### src/hw/rtl/a2g_pkg.sv
// shared types, constants and the character map of the ascii to game charset encoder
package a2g_pkg;

    // defaults for the top level parameters
    localparam int INDEX_BITS_DEF = 16;

    // fixed field widths
    localparam int CHAR_W = 8;
    localparam int IDX_W  = 16;
    localparam int CODE_W = 8;
    localparam int COL_W  = 16;
    localparam int CAP_W  = 16;
    localparam int WRAP_W = 8;

    // configuration register indexes
    localparam int CFG_IDX_W = 1;
    localparam logic [CFG_IDX_W-1:0] REG_DEST_CAPACITY = 1'b0;
    localparam logic [CFG_IDX_W-1:0] REG_WRAP_COLUMNS  = 1'b1;

    // configuration reset values
    localparam logic [CAP_W-1:0]  CAPACITY_RST = 16'd256;
    localparam logic [WRAP_W-1:0] WRAP_RST     = 8'd34;

    // ascii codes with special handling
    localparam logic [CHAR_W-1:0] CH_NUL   = 8'h00;
    localparam logic [CHAR_W-1:0] CH_TAB   = 8'h09;
    localparam logic [CHAR_W-1:0] CH_LF    = 8'h0A;
    localparam logic [CHAR_W-1:0] CH_CR    = 8'h0D;
    localparam logic [CHAR_W-1:0] CH_SPACE = 8'h20;
    localparam logic [CHAR_W-1:0] CH_ZERO  = 8'h30;
    localparam logic [CHAR_W-1:0] CH_NINE  = 8'h39;
    localparam logic [CHAR_W-1:0] CH_UC_A  = 8'h41;
    localparam logic [CHAR_W-1:0] CH_UC_Z  = 8'h5A;
    localparam logic [CHAR_W-1:0] CH_LC_A  = 8'h61;
    localparam logic [CHAR_W-1:0] CH_LC_Z  = 8'h7A;
    localparam logic [CHAR_W-1:0] CH_EXCL  = 8'h21;
    localparam logic [CHAR_W-1:0] CH_QUEST = 8'h3F;
    localparam logic [CHAR_W-1:0] CH_DOT   = 8'h2E;
    localparam logic [CHAR_W-1:0] CH_DASH  = 8'h2D;
    localparam logic [CHAR_W-1:0] CH_DQUOT = 8'h22;
    localparam logic [CHAR_W-1:0] CH_APOS  = 8'h27;
    localparam logic [CHAR_W-1:0] CH_DOLL  = 8'h24;
    localparam logic [CHAR_W-1:0] CH_COMMA = 8'h2C;
    localparam logic [CHAR_W-1:0] CH_SEMI  = 8'h3B;
    localparam logic [CHAR_W-1:0] CH_SLASH = 8'h2F;
    localparam logic [CHAR_W-1:0] CH_COLON = 8'h3A;
    localparam logic [CHAR_W-1:0] CH_LPAR  = 8'h28;
    localparam logic [CHAR_W-1:0] CH_RPAR  = 8'h29;

    // game charset codes
    localparam logic [CODE_W-1:0] GC_BLANK       = 8'h00;
    localparam logic [CODE_W-1:0] GC_NUM_BASE    = 8'hA1;
    localparam logic [CODE_W-1:0] GC_UC_BASE     = 8'hBB;
    localparam logic [CODE_W-1:0] GC_LC_BASE     = 8'hD5;
    localparam logic [CODE_W-1:0] GC_EXCL        = 8'hAB;
    localparam logic [CODE_W-1:0] GC_QUEST       = 8'hAC;
    localparam logic [CODE_W-1:0] GC_DOT         = 8'hAD;
    localparam logic [CODE_W-1:0] GC_DASH        = 8'hAE;
    localparam logic [CODE_W-1:0] GC_DQUOT       = 8'hB2;
    localparam logic [CODE_W-1:0] GC_APOS        = 8'hB4;
    localparam logic [CODE_W-1:0] GC_DOLL        = 8'hB7;
    localparam logic [CODE_W-1:0] GC_PAUSE_MARK  = 8'hB8;
    localparam logic [CODE_W-1:0] GC_STROKE      = 8'hBA;
    localparam logic [CODE_W-1:0] GC_TWO_DOT     = 8'hF0;
    localparam logic [CODE_W-1:0] GC_LPAR        = 8'h5C;
    localparam logic [CODE_W-1:0] GC_RPAR        = 8'h5D;
    localparam logic [CODE_W-1:0] GC_BREAK_FIRST = 8'hFE;
    localparam logic [CODE_W-1:0] GC_BREAK_LATER = 8'hFA;
    localparam logic [CODE_W-1:0] GC_NONE        = 8'hFF;
    localparam logic [CODE_W-1:0] GC_END         = 8'hFF;

    // one output result
    typedef struct packed {
        logic [IDX_W-1:0]  write_index;
        logic [CODE_W-1:0] code;
        logic              run_last;
        logic              end_of_text;
    } result_t;

    // ascii to game charset, GC_NONE for anything without an entry
    function automatic logic [CODE_W-1:0] map_char(input logic [CHAR_W-1:0] ch);
        logic [CODE_W-1:0] c;
        c = GC_NONE;
        case (ch) inside
            [CH_ZERO:CH_NINE]: c = GC_NUM_BASE + (ch - CH_ZERO);
            [CH_UC_A:CH_UC_Z]: c = GC_UC_BASE + (ch - CH_UC_A);
            [CH_LC_A:CH_LC_Z]: c = GC_LC_BASE + (ch - CH_LC_A);
            CH_EXCL:           c = GC_EXCL;
            CH_QUEST:          c = GC_QUEST;
            CH_DOT:            c = GC_DOT;
            CH_DASH:           c = GC_DASH;
            CH_DQUOT:          c = GC_DQUOT;
            CH_APOS:           c = GC_APOS;
            CH_DOLL:           c = GC_DOLL;
            CH_COMMA, CH_SEMI: c = GC_PAUSE_MARK;
            CH_SLASH:          c = GC_STROKE;
            CH_COLON:          c = GC_TWO_DOT;
            CH_LPAR:           c = GC_LPAR;
            CH_RPAR:           c = GC_RPAR;
            default:           c = GC_NONE;
        endcase
        return c;
    endfunction

endpackage

### src/hw/rtl/ascii_to_game_charset_wrapper.sv
// top level of the ascii to game charset encoder with stream ports and config port
//
// channel  | signals                        | payload
// ---------+--------------------------------+-------------------------------------------
// s        | s_tvalid s_tready s_tdata      | ascii_char [7:0]
// m        | m_tvalid m_tready m_tdata      | write_index [15:0], code [23:16]
//          | m_tlast m_tuser                | tlast = run_last, tuser = end_of_text
// cfg      | cfg_we cfg_index cfg_data      | 0 dest_capacity [15:0], 1 wrap_columns [7:0]
//
// one byte per cycle while m_tready is high and no wrap is pending: a byte is taken into
// the input register, then encoded, and its first result lands in the output register
// a line wrap adds a second result held in a pending register; the input stage
// waits while that result drains into the output register
// reset clears the line state and loads capacity 256 and wrap limit 34
// m_tready low stalls the output register and, through it, the input register
module ascii_to_game_charset_wrapper #(
    parameter int INDEX_BITS = a2g_pkg::INDEX_BITS_DEF
) (
    input  logic                          clk,
    input  logic                          rst_n,
    input  logic                          s_tvalid,
    output logic                          s_tready,
    input  logic [7:0]                    s_tdata,    // ascii_char
    output logic                          m_tvalid,
    input  logic                          m_tready,
    output logic [23:0]                   m_tdata,    // write_index, code
    output logic                          m_tlast,    // run_last
    output logic                          m_tuser,    // end_of_text
    input  logic                          cfg_we,
    input  logic [a2g_pkg::CFG_IDX_W-1:0] cfg_index,
    input  logic [a2g_pkg::CAP_W-1:0]     cfg_data
);

    // configuration
    logic [a2g_pkg::CAP_W-1:0]  capacity_reg;
    logic [a2g_pkg::WRAP_W-1:0] wrap_reg;

    // input register
    logic                       in_valid_reg;
    logic [a2g_pkg::CHAR_W-1:0] in_char_reg;

    // line state
    logic [INDEX_BITS-1:0]      write_pos_reg;
    logic [a2g_pkg::COL_W-1:0]  column_reg;
    logic                       wrapped_once_reg;
    logic [INDEX_BITS-1:0]      space_pos_reg;
    logic                       space_valid_reg;

    logic [INDEX_BITS-1:0]      write_pos_next;
    logic [a2g_pkg::COL_W-1:0]  column_next;
    logic                       wrapped_once_next;
    logic [INDEX_BITS-1:0]      space_pos_next;
    logic                       space_valid_next;

    // output register and the pending wrap result behind it
    logic                       out_valid_reg;
    a2g_pkg::result_t           out_res_reg;
    logic                       pend_valid_reg;
    a2g_pkg::result_t           pend_res_reg;

    a2g_pkg::result_t           res0;
    a2g_pkg::result_t           res1;
    logic                       res0_valid;
    logic                       res1_valid;

    logic                       out_free;
    logic                       consume;

    a2g_encode #(
        .INDEX_BITS (INDEX_BITS)
    ) u_encode (
        .ascii_char        (in_char_reg),
        .dest_capacity     (capacity_reg),
        .wrap_columns      (wrap_reg),
        .write_pos         (write_pos_reg),
        .column            (column_reg),
        .wrapped_once      (wrapped_once_reg),
        .space_pos         (space_pos_reg),
        .space_valid       (space_valid_reg),
        .res0              (res0),
        .res0_valid        (res0_valid),
        .res1              (res1),
        .res1_valid        (res1_valid),
        .write_pos_next    (write_pos_next),
        .column_next       (column_next),
        .wrapped_once_next (wrapped_once_next),
        .space_pos_next    (space_pos_next),
        .space_valid_next  (space_valid_next)
    );

    // the output register can load this cycle
    assign out_free = !out_valid_reg || m_tready;
    // the byte in the input register is encoded this cycle
    assign consume  = in_valid_reg && out_free && !pend_valid_reg;
    assign s_tready = !in_valid_reg || consume;

    assign m_tvalid = out_valid_reg;
    assign m_tdata  = {out_res_reg.code, out_res_reg.write_index};
    assign m_tlast  = out_res_reg.run_last;
    assign m_tuser  = out_res_reg.end_of_text;

    // config writes
    always_ff @(posedge clk or negedge rst_n)
    begin
        if (!rst_n)
        begin
            capacity_reg <= a2g_pkg::CAPACITY_RST;
            wrap_reg     <= a2g_pkg::WRAP_RST;
        end
        else if (cfg_we)
        begin
            unique case (cfg_index)
                a2g_pkg::REG_DEST_CAPACITY: capacity_reg <= cfg_data;
                a2g_pkg::REG_WRAP_COLUMNS:  wrap_reg     <= cfg_data[a2g_pkg::WRAP_W-1:0];
                default:                    ;
            endcase
        end
    end

    // input register
    always_ff @(posedge clk or negedge rst_n)
    begin
        if (!rst_n)
        begin
            in_valid_reg <= 1'b0;
        end
        else if (s_tready)
        begin
            in_valid_reg <= s_tvalid;
        end
    end

    always_ff @(posedge clk)
    begin
        if (s_tready && s_tvalid)
        begin
            in_char_reg <= s_tdata;
        end
    end

    // line state advances once per encoded byte
    always_ff @(posedge clk or negedge rst_n)
    begin
        if (!rst_n)
        begin
            write_pos_reg    <= '0;
            column_reg       <= '0;
            wrapped_once_reg <= 1'b0;
            space_pos_reg    <= '0;
            space_valid_reg  <= 1'b0;
        end
        else if (consume)
        begin
            write_pos_reg    <= write_pos_next;
            column_reg       <= column_next;
            wrapped_once_reg <= wrapped_once_next;
            space_pos_reg    <= space_pos_next;
            space_valid_reg  <= space_valid_next;
        end
    end

    // output valid flags: pending result goes out first, then fresh results
    always_ff @(posedge clk or negedge rst_n)
    begin
        if (!rst_n)
        begin
            out_valid_reg  <= 1'b0;
            pend_valid_reg <= 1'b0;
        end
        else if (out_free)
        begin
            if (pend_valid_reg)
            begin
                out_valid_reg  <= 1'b1;
                pend_valid_reg <= 1'b0;
            end
            else
            begin
                out_valid_reg  <= consume && res0_valid;
                pend_valid_reg <= consume && res1_valid;
            end
        end
    end

    always_ff @(posedge clk)
    begin
        if (out_free)
        begin
            if (pend_valid_reg)
            begin
                out_res_reg <= pend_res_reg;
            end
            else if (consume)
            begin
                out_res_reg  <= res0;
                pend_res_reg <= res1;
            end
        end
    end

    // a pending wrap result always sits behind a loaded output register
    a_pend_behind_out: assert property (@(posedge clk) disable iff (!rst_n)
        pend_valid_reg |-> out_valid_reg)
        else $error("pending result without output result");

    // the result ahead of a pending wrap is never the last of its byte
    a_pend_not_last: assert property (@(posedge clk) disable iff (!rst_n)
        pend_valid_reg |-> !out_res_reg.run_last)
        else $error("first result of a wrap marked last");

    // terminator clears the line state
    a_end_clears: assert property (@(posedge clk) disable iff (!rst_n)
        (consume && in_char_reg == a2g_pkg::CH_NUL) |=>
            (write_pos_reg == '0 && !space_valid_reg && !wrapped_once_reg))
        else $error("line state not cleared after terminator");

    // line state only moves when a byte is encoded
    a_state_hold: assert property (@(posedge clk) disable iff (!rst_n)
        !consume |=> ($stable(write_pos_reg) && $stable(column_reg)))
        else $error("line state changed without an encoded byte");

endmodule

### src/hw/rtl/a2g_encode.sv
// per-character encode logic: results and next line state from one byte
module a2g_encode #(
    parameter int INDEX_BITS = a2g_pkg::INDEX_BITS_DEF
) (
    input  logic [a2g_pkg::CHAR_W-1:0] ascii_char,
    input  logic [a2g_pkg::CAP_W-1:0]  dest_capacity,
    input  logic [a2g_pkg::WRAP_W-1:0] wrap_columns,
    input  logic [INDEX_BITS-1:0]      write_pos,
    input  logic [a2g_pkg::COL_W-1:0]  column,
    input  logic                       wrapped_once,
    input  logic [INDEX_BITS-1:0]      space_pos,
    input  logic                       space_valid,
    output a2g_pkg::result_t           res0,
    output logic                       res0_valid,
    output a2g_pkg::result_t           res1,
    output logic                       res1_valid,
    output logic [INDEX_BITS-1:0]      write_pos_next,
    output logic [a2g_pkg::COL_W-1:0]  column_next,
    output logic                       wrapped_once_next,
    output logic [INDEX_BITS-1:0]      space_pos_next,
    output logic                       space_valid_next
);

    localparam int WIDE = (INDEX_BITS > a2g_pkg::IDX_W) ? INDEX_BITS : a2g_pkg::IDX_W;

    function automatic logic [a2g_pkg::IDX_W-1:0] to_index(input logic [INDEX_BITS-1:0] p);
        logic [WIDE-1:0] w;
        w = WIDE'(p);
        return w[a2g_pkg::IDX_W-1:0];
    endfunction

    logic                        is_nul;
    logic                        is_space;
    logic                        full;
    logic                        emit;
    logic                        wrap;
    logic [a2g_pkg::CHAR_W-1:0]  ch_n;
    logic [a2g_pkg::CODE_W-1:0]  mapped;
    logic [a2g_pkg::CODE_W-1:0]  code0;
    logic [WIDE:0]               room_sum;
    logic [INDEX_BITS-1:0]       sp_pos_n;
    logic                        sp_valid_n;
    logic [INDEX_BITS-1:0]       wpos_inc;
    logic [INDEX_BITS-1:0]       gap;
    logic [a2g_pkg::COL_W-1:0]   col_inc;

    always_comb
    begin
        is_nul = (ascii_char == a2g_pkg::CH_NUL);
        // whitespace folds to space
        if (ascii_char == a2g_pkg::CH_LF || ascii_char == a2g_pkg::CH_CR ||
            ascii_char == a2g_pkg::CH_TAB)
        begin
            ch_n = a2g_pkg::CH_SPACE;
        end
        else
        begin
            ch_n = ascii_char;
        end
        is_space = (ch_n == a2g_pkg::CH_SPACE);
        // high bytes have no map entry
        mapped   = a2g_pkg::map_char(ch_n);
        code0    = is_space ? a2g_pkg::GC_BLANK : mapped;

        room_sum = (WIDE+1)'(write_pos) + (WIDE+1)'(2);
        full     = (room_sum >= (WIDE+1)'(dest_capacity));

        emit = !is_nul && !full &&
               (is_space ? (column != '0) : (mapped != a2g_pkg::GC_NONE));

        sp_pos_n   = is_space ? write_pos : space_pos;
        sp_valid_n = is_space || space_valid;
        wpos_inc   = write_pos + INDEX_BITS'(1);
        col_inc    = (column == '1) ? column : column + a2g_pkg::COL_W'(1);
        wrap       = (col_inc >= a2g_pkg::COL_W'(wrap_columns)) && sp_valid_n;
        gap        = wpos_inc - sp_pos_n - INDEX_BITS'(1);

        // result for the byte itself, or the terminator
        res0.write_index = to_index(write_pos);
        res0.code        = is_nul ? a2g_pkg::GC_END : code0;
        res0.run_last    = !(emit && wrap);
        res0.end_of_text = is_nul;
        res0_valid       = is_nul || emit;

        // line break rewrite of the last space
        res1.write_index = to_index(sp_pos_n);
        res1.code        = wrapped_once ? a2g_pkg::GC_BREAK_LATER : a2g_pkg::GC_BREAK_FIRST;
        res1.run_last    = 1'b1;
        res1.end_of_text = 1'b0;
        res1_valid       = emit && wrap;

        write_pos_next    = write_pos;
        column_next       = column;
        wrapped_once_next = wrapped_once;
        space_pos_next    = space_pos;
        space_valid_next  = space_valid;
        if (is_nul)
        begin
            write_pos_next    = '0;
            column_next       = '0;
            wrapped_once_next = 1'b0;
            space_pos_next    = '0;
            space_valid_next  = 1'b0;
        end
        else if (emit)
        begin
            write_pos_next    = wpos_inc;
            column_next       = wrap ? to_index(gap) : col_inc;
            wrapped_once_next = wrapped_once || wrap;
            space_pos_next    = sp_pos_n;
            space_valid_next  = sp_valid_n && !wrap;
        end
    end

endmodule

### config.mk
export PLATFORM = sky130hd
export DESIGN_NAME = ascii_to_game_charset_wrapper
export DESIGN_NICKNAME = d
export VERILOG_FILES = /design/src/hw/rtl/a2g_pkg.sv /design/src/hw/rtl/ascii_to_game_charset_wrapper.sv /design/src/hw/rtl/a2g_encode.sv
export SDC_FILE = /design/constraint.sdc
export NUM_CORES = 1
export LEC_CHECK = 0
export BUFFER_PORTS_ARGS = -buffer_cell sky130_fd_sc_hd__buf_2
export CORE_MARGIN = 1
export CORE_UTILIZATION = 50
export CTS_BUF_LIST = sky130_fd_sc_hd__clkbuf_2
export DETAILED_ROUTE_END_ITERATION = 8
export HOLD_SLACK_MARGIN = 0.1
export PLACE_DENSITY_LB_ADDON = 0.25
export SETUP_SLACK_MARGIN = 0.4
export SLEW_MARGIN = 0
export SYNTH_ARGS = -nofsm -noshare
export SYNTH_HDL_FRONTEND = slang
export SYNTH_SLANG_ARGS = --single-unit
### constraint.sdc
create_clock -name clk -period 5.3 [get_ports clk]
set_input_delay 0.795 -clock clk [delete_from_list [all_inputs] [get_ports clk]]
set_output_delay 0.795 -clock clk [all_outputs]
set_load 0.01 [all_outputs]
==> results of run 1 <==
## layout make-up
type | count | area share, %
inverters | 52 | 2.09
repair buffers | 74 | 4.58
clock buffers | 18 | 0.964
diodes | 1 | 0.0268
multi-input cells | 672 | 50.2
well taps | 220 | 2.94
flip-flops and latches | 128 | 37.0
clock inverters | 14 | 2.18
## placed cells by master, fill, tap and decap left out, types with 6 or more instances in the layout
cell type / count
o211ai_1: 9
nor2b_1: 6
nor2_1: 55
and3_1: 18
a211oi_1: 9
xnor2_1: 23
edfxtp_1: 51
mux2i_1: 23
buf_2: 56
mux2_2: 29
nand3_1: 49
or3_1: 14
o21a_1: 8
inv_1: 52
a21o_1: 22
nor4_1: 9
xor2_1: 22
clkbuf_2: 18
nand2b_1: 13
and2_1: 6
a21oi_1: 32
o21ai_0: 63
nand2_1: 75
nor3_1: 22
nand4_1: 14
ha_1: 49
dfrtp_1: 74
buf_4: 17
## report_power, final
part	switching [mW]	leakage [nW]	internal [mW]
registers	0.202	1.48	1.36
logic	1.25	2.69	0.902
clock network	0.417	0.175	0.324
## kinds of logic (layout without fill, tap and decap cells)
family	Yosys count	count (layout)
buffers and inverters	110	158
xor gates and xnor gates	45	45
other	0	1
DFF	128	128
and+or+nand+nor	312	312
adders and majority gates	50	50
muxes	52	52
AOI/OAI and AO/OA	213	213
## per-stage QoR
| step | cell area, um^2 | total power [mW] | worst slack (ps) | hold WS (ps) | instances |
|---|---|---|---|---|---|
| finish | 9350 | 4.46 | 668 | 190 | 1179 |
| global route | 9350 | 4.76 | 444 | 180 | 1179 |
| CTS | 9330 | 4.45 | 552 | 194 | 1178 |
| detailed placement | 9040 | 3.71 | 590 | 480 | 1146 |
| global placement | 9040 | 3.68 | 653 | 475 | 1146 |
| floorplan | 8580 | 3.12 | 1210 | 464 | 910 |
## final timing paths
check,start,to,slack (ps),cells after the start
hold reg to reg,wrapped_once_reg$_DFFE_PN0P_,wrapped_once_reg$_DFFE_PN0P_,520,1
min in group clk,s_tdata[6],in_char_reg[6]$_DFFE_PP_,240,1
max in group asynchronous,rst_n,capacity_reg[15]$_DFFE_PN0P_,4420,1
hold / removal,rst_n,space_pos_reg[13]$_DFFE_PN0P_,190,1
setup / recovery,in_char_reg[6]$_DFFE_PP_,write_pos_reg[6]$_DFFE_PN0P_,670,13
setup reg to reg,in_char_reg[6]$_DFFE_PP_,write_pos_reg[6]$_DFFE_PN0P_,670,13
## layer usage
layer,GRT usage [%],up-vias,share of wire (%)
met1,35.5,3449,45
met5,0,-,0
met4,8.56,0,2.3
met3,3.56,34,4.8
met2,42.1,230,48
li1,-,3388,-
## repair_timing
item / CTS / global route
resized for setup: 0 / 3
endpoints found under the setup margin: 0 / 12
hold buffers: 0 / 0
==> qor.json, run 1 <==
{
  "register_area_um2": 3460,
  "rsz0062_at_grt": "false",
  "fmaxAchievable_ghz": 0.216,
  "drt_wirelength_mm": 22.0,
  "portion_of_synthesized_cell_area_occupied_by_the_leading_cell_type_pct": 21.6,
  "remaining_drc_errors": 0,
  "wire_per_inst_um": 18.6,
  "postSynthRegisterBits": 128,
  "fillCellCount": 1485,
  "predominant_post_synthesis_flop_cell": "dfrtp_1",
  "ant_nets": 0,
  "core-area_um2": 16600,
  "arrival_ps": 5250,
  "floorplan.die.width_um": 133,
  "synth-simple-area-share_pct": 18.7,
  "yosysTopAreaCell": "dfrtp_1",
  "syn_nets": 990,
  "synthesized_cell_area_um2": 8580,
  "flip_flop_count_of_the_largest_register_after_layout": 24,
  "fin_tns_setup_ps": 0,
  "synth_xor_area_share_pct": 4.59,
  "initial_core_util_pct": 51.6,
  "min-delay-path-class": "in -> async",
  "synth_compound_area_share_pct": 17.2,
  "worst-setup-path-type": "reg -> reg",
  "post_synth_mux_area_share_pct": 6.49,
  "hold_viol_final": 0,
  "postLayoutCoreUtil_pct": 56.2,
  "final_nets": 1025,
  "maxCapViolCount": 0,
  "clk_latency_ps": 720,
  "drt_pre_antenna_iters": 8,
  "timing.final.setup_violations": 0,
  "power_density_nw_per_um2": 477,
  "cts_max_level": 4,
  "most_frequently_used_cell_type_in_the_post_synthesis_netlist": "nand2_1",
  "gpl.final_weighted_congestion": 0.917,
  "clock_slew_at_reported_path_ffs_ps": 200,
  "layout_worst_path_cycle_share_pct": 87.4,
  "sequential_element_share_of_the_synthesized_area_pct": 40.3,
  "port-buffer-count": 57,
  "crit_path_start_kind": "flip-flop",
  "power_leakage_nw": 4.34,
  "cts_buffers": 17,
  "cts.repair_timing.setup_buffer_count": 0,
  "syn-mean-instance-area_um2": 9.43,
  "tightestPinTransition_ps": 1020,
  "cts_num_sinks": 128,
  "first_iter_violations": 592,
  "worst_path_dominant_cell_family": "simple AND/OR/NAND/NOR gates",
  "core.rowCount": 47,
  "synth_top_family_by_area": "simple AND/OR/NAND/NOR gates",
  "synth_cell_types": 79,
  "postSynthCellCount": 910,
  "ctsLongestPathBuffers": 2,
  "antenna_found_initial": 1,
  "run_status": "finished clean",
  "irDropWorstVdd_v": 0.000331,
  "adder_cell_share_of_the_synthesized_area_pct": 7.38,
  "clock_skew_ps": 22.6,
  "final_layout_size_suffix_gt1_share_pct": 16.9,
  "max_slew_violation_count": 0,
  "design.portCount": 58,
  "grt_overflow_total": 0,
  "die_y_um": 133,
  "post_synth_main_area_contributors": "dfrtp_1 22%, edfxtp_1 18%, ha_1 7.1%, mux2_2 3.8%, o21ai_0 3.7%",
  "slew-limit-headroom_pct": 32.1,
  "cts_tree": "yes",
  "synth-edff-count": 51,
  "footprint_of_the_multi_input_gates_um2": 4690,
  "area_delta_synth_final_pct": 8.95,
  "critical-path-slowest-cell": "or4b_4",
  "synth_common_cells": "75 x nand2_1, 74 x dfrtp_1, 63 x o21ai_0",
  "die_area_um2": 17700,
  "critical-path-max-stage-delay_ps": 600,
  "first_global_vias": 6658,
  "crit_path_max_fanout": 16,
  "clk_root_buffer_cell": "clkbuf_2",
  "globalRouteTotalUtil_pct": 25.9,
  "grt_max_degree": 78,
  "wp_data_required_ps": 5920,
  "post_drt_via_cell_ratio": 6.02,
  "dpl.hpwl_mm": 16.0,
  "dr_total_vias": 7101,
  "ys.warnings.count": 0,
  "crit_path_end_kind": "flip-flop",
  "path_buf_inv": 2,
  "async_reset_ff_share_pct": 60.2,
  "wire_length_of_the_first_global_routing_pass_mm": 35.5,
  "final_period_minus_worst_setup_slack_ps": 4630,
  "crit_path_cell_trace": "or3_1, or3_1, nand2_1, inv_1, ha_1, or4b_4, nand3b_2, a311oi_1, a211o_1, a211o_1, o211a_2, buf_4, a221o_1"
}
(Power assumes the default switching activity.)
==> run 2: changes to the inputs <==
- CORE_ASPECT_RATIO: default -> 1.25
- CORE_MARGIN: 1 -> 3
- RECOVER_POWER: default -> 25
==> qor.json, run 2 (synthesized netlist as in run 1, its figures left out) <==
{
  "slew-limit-headroom": {"value": -187, "unit": "%", "change": "-220 points"},
  "power_leakage": {"value": 4.30, "unit": "nW", "change": "-0.83%"},
  "run_status": "complete, but fails checks",
  "crit_path_max_fanout": {"value": 16, "change": "unchanged"},
  "dr_total_vias": {"value": 7004, "change": "-1.4%"},
  "grt_max_degree": {"value": 78, "change": "unchanged"},
  "drt_wirelength": {"value": 22.1, "unit": "mm", "change": "+0.56%"},
  "wire_per_inst": {"value": 18.8, "unit": "um", "change": "+0.65%"},
  "max_slew_violation_count": {"value": 78, "change": "+78"},
  "gpl.final_weighted_congestion": {"value": 0.913, "change": "-0.39%"},
  "rsz0062_at_grt": "false",
  "dpl.hpwl": {"value": 16.2, "unit": "mm", "change": "+1.5%"},
  "remaining_drc_errors": {"value": 0, "change": "unchanged"},
  "drt_pre_antenna_iters": {"value": 5, "change": "-3"},
  "hp-start": "s_tdata[3]",
  "rr_worst_depth": {"value": 14, "change": "+1"},
  "design.portCount": {"value": 58, "change": "unchanged"},
  "core-area": {"value": 16500, "unit": "um^2", "change": "-0.70%"},
  "die_area": {"value": 18800, "unit": "um^2", "change": "+6.2%"},
  "min-delay-path-class": "in -> reg",
  "crit_path_start_kind": "flip-flop",
  "initial_core_util": {"value": 51.9, "unit": "%", "change": "+0.36 points"},
  "fmaxAchievable": {"value": 0.215, "unit": "GHz", "change": "-0.45%"},
  "arrival": {"value": 5250, "unit": "ps", "change": "about the same"},
  "hold_viol_final": {"value": 0, "change": "unchanged"},
  "timing.hold.worst_endpoint": "in_char_reg[3]$_DFFE_PP_",
  "clk_root_buffer_cell": "clkbuf_2",
  "cts_tree": "yes",
  "antenna_found_initial": {"value": 1, "change": "unchanged"},
  "fillCellCount": {"value": 1539, "change": "+3.6%"},
  "worst-r2r-setup-slack": {"value": 650, "unit": "ps", "change": "-20 ps"},
  "irDropWorstVdd": {"value": 0.000216, "unit": "V", "change": "-35%"},
  "cts_max_level": {"value": 4, "change": "unchanged"},
  "maxCapViolCount": {"value": 1, "change": "+1"},
  "mostFrequentLayoutCells": "75 x nand2_1, 74 x dfrtp_1, 63 x o21ai_0",
  "crit_path_end_kind": "flip-flop",
  "final_layout_size_suffix_gt1_share": {"value": 16.9, "unit": "%", "change": "-0.035 points"},
  "whs_path_depth": 1,
  "area_delta_synth_final_pct": 8.43,
  "ant_nets": {"value": 0, "change": "unchanged"},
  "failing_checks": "capacitance limit, slew limit",
  "holdWs": {"value": 257, "unit": "ps", "change": "+66.7 ps"},
  "post_drt_via_cell_ratio": {"value": 5.95, "change": "-1.3%"},
  "clk_latency": {"value": 700, "unit": "ps", "change": "-20 ps"},
  "grt_overflow_total": {"value": 0, "change": "unchanged"},
  "core.rowCount": {"value": 52, "change": "+11%"},
  "most_frequent_standard_cell_in_the_layout_excluding_fill_and_tap_cells": "nand2_1",
  "flip_flop_count_of_the_largest_register_after_layout": {"value": 24, "change": "unchanged"},
  "die_y": {"value": 152, "unit": "um", "change": "+15%"},
  "timing.final.setup_violations": {"value": 0, "change": "unchanged"},
  "first_iter_violations": {"value": 576, "change": "-2.7%"},
  "port-buffer-count": {"value": 57, "change": "unchanged"},
  "footprint_of_the_multi_input_gates": {"value": 4690, "unit": "um^2", "change": "-0.11%"},
  "globalRouteTotalUtil": {"value": 24.3, "unit": "%", "change": "-1.6 points"},
  "cts_num_sinks": {"value": 128, "change": "unchanged"},
  "wp_data_required": {"value": 5900, "unit": "ps", "change": "-20 ps"},
  "floorplan.die.width": {"value": 123, "unit": "um", "change": "-7.4%"},
  "cts_buffers": {"value": 17, "change": "unchanged"},
  "power_density": {"value": 465, "unit": "nW/um^2", "change": "-2.5%"},
  "clock_slew_at_reported_path_ffs": {"value": 200, "unit": "ps", "change": "about the same"},
  "fin_tns_setup": {"value": 0, "unit": "ps", "change": "unchanged"},
  "worst-setup-path-type": "reg -> reg",
  "register_area": {"value": 3460, "unit": "um^2", "change": "unchanged"},
  "first_global_vias": {"value": 6814, "change": "+2.3%"},
  "final_period_minus_worst_setup_slack": {"value": 4650, "unit": "ps", "change": "+20.7 ps"},
  "wire_length_of_the_first_global_routing_pass": {"value": 35.8, "unit": "mm", "change": "+0.74%"},
  "reg2reg_from": "in_char_reg[4]$_DFFE_PP_",
  "layout_worst_path_cycle_share": {"value": 87.8, "unit": "%", "change": "+0.39 points"},
  "tightestPinTransition": {"value": 4310, "unit": "ps", "change": "+3290 ps"},
  "final_nets": {"value": 1027, "change": "+0.20%"},
  "r2r-end": "write_pos_reg[12]$_DFFE_PN0P_",
  "ctsLongestPathBuffers": {"value": 2, "change": "unchanged"},
  "clock_skew": {"value": 36.8, "unit": "ps", "change": "+14.2 ps"}
}
run 2: cell count changes in the layout (fill, tap and decap cells not counted), sizes merged:
cell      before  now
clkinvlp       0    4
clkbuf        18   19
clkinv         5    6
bufinv         4    2
diode          1    2
inv           57   55
run 2: area by class of cell:
cell class | count | share of cell area [%]
Multi-Input combinational cell | 672 | 50.4
Sequential cell | 128 | 37.2
Timing Repair Buffer | 76 | 4.71
Tap cell | 216 | 2.90
Inverter | 52 | 2.10
Clock inverter | 15 | 1.73
Clock buffer | 17 | 0.914
Antenna cell | 2 | 0.0538
run 2: power by group:
| part | total (mW) | leakage [nW] | internal [mW] | switching [mW] |
|---|---|---|---|---|
| clock network | 0.618 | 0.137 | 0.221 | 0.397 |
| registers | 1.55 | 1.48 | 1.36 | 0.196 |
| logic | 2.15 | 2.69 | 0.903 | 1.25 |
run 2: worst max-delay path by stage:
stage | from | end | slack [ps] | cells after the start
floorplan | in_char_reg[4]$_DFFE_PP_ | write_pos_reg[12]$_DFFE_PN0P_ | 1210 | 15
global placement | in_char_reg[6]$_DFFE_PP_ | write_pos_reg[12]$_DFFE_PN0P_ | 620 | 14
detailed placement | in_char_reg[6]$_DFFE_PP_ | write_pos_reg[12]$_DFFE_PN0P_ | 570 | 14
CTS | in_char_reg[6]$_DFFE_PP_ | write_pos_reg[10]$_DFFE_PN0P_ | 500 | 13
global route | in_char_reg[4]$_DFFE_PP_ | write_pos_reg[12]$_DFFE_PN0P_ | 460 | 14
finish | in_char_reg[4]$_DFFE_PP_ | write_pos_reg[12]$_DFFE_PN0P_ | 650 | 14
run 2: critical path: stages, from the launching register on:
cell and delay [ps]:
edfxtp_1 440, or3_1 510, or3_1 430, nand2_1 150
inv_1 60, ha_1 270, or4b_4 600, nand3b_2 100
a311oi_1 190, a211o_1 330, a211o_1 360, o211a_2 420
buf_4 240, and3_1 190, a221o_1 250
run 2: per-stage QoR:
stage / utilization, % / std cells / instance area, um^2 / total power, mW / setup slack (ps)
4_1_cts: 56.1 / 1173 / 9270 / 4.33 / 498
3_3_place_gp: 54.6 / 1141 / 9030 / 3.67 / 619
2_1_floorplan: - / 910 / 8580 / 3.12 / 1210
5_1_grt: 56.3 / 1178 / 9300 / 4.68 / 461
3_5_place_dp: 54.6 / 1141 / 9030 / 3.71 / 572
6_report: 56.3 / 1178 / 9300 / 4.33 / 647
run 2: what timing repair did:
item	CTS	global route
buffers inserted	0	3
hold buffers	0	0
resized for setup	0	2
endpoints found under the hold margin	0	0
setup endpoints to repair	0	10
run 2: layer usage:
layer  wire (um)  part of all wire (%)  up-vias  global-route usage, %
li1            -                     -     3403                      -
met1        9020                    41     3367                   30.2
met2       11400                    51      184                   40.8
met3         807                   3.6       50                   3.94
met4         918                   4.2        0                   11.5
met5           0                     0        -                      0
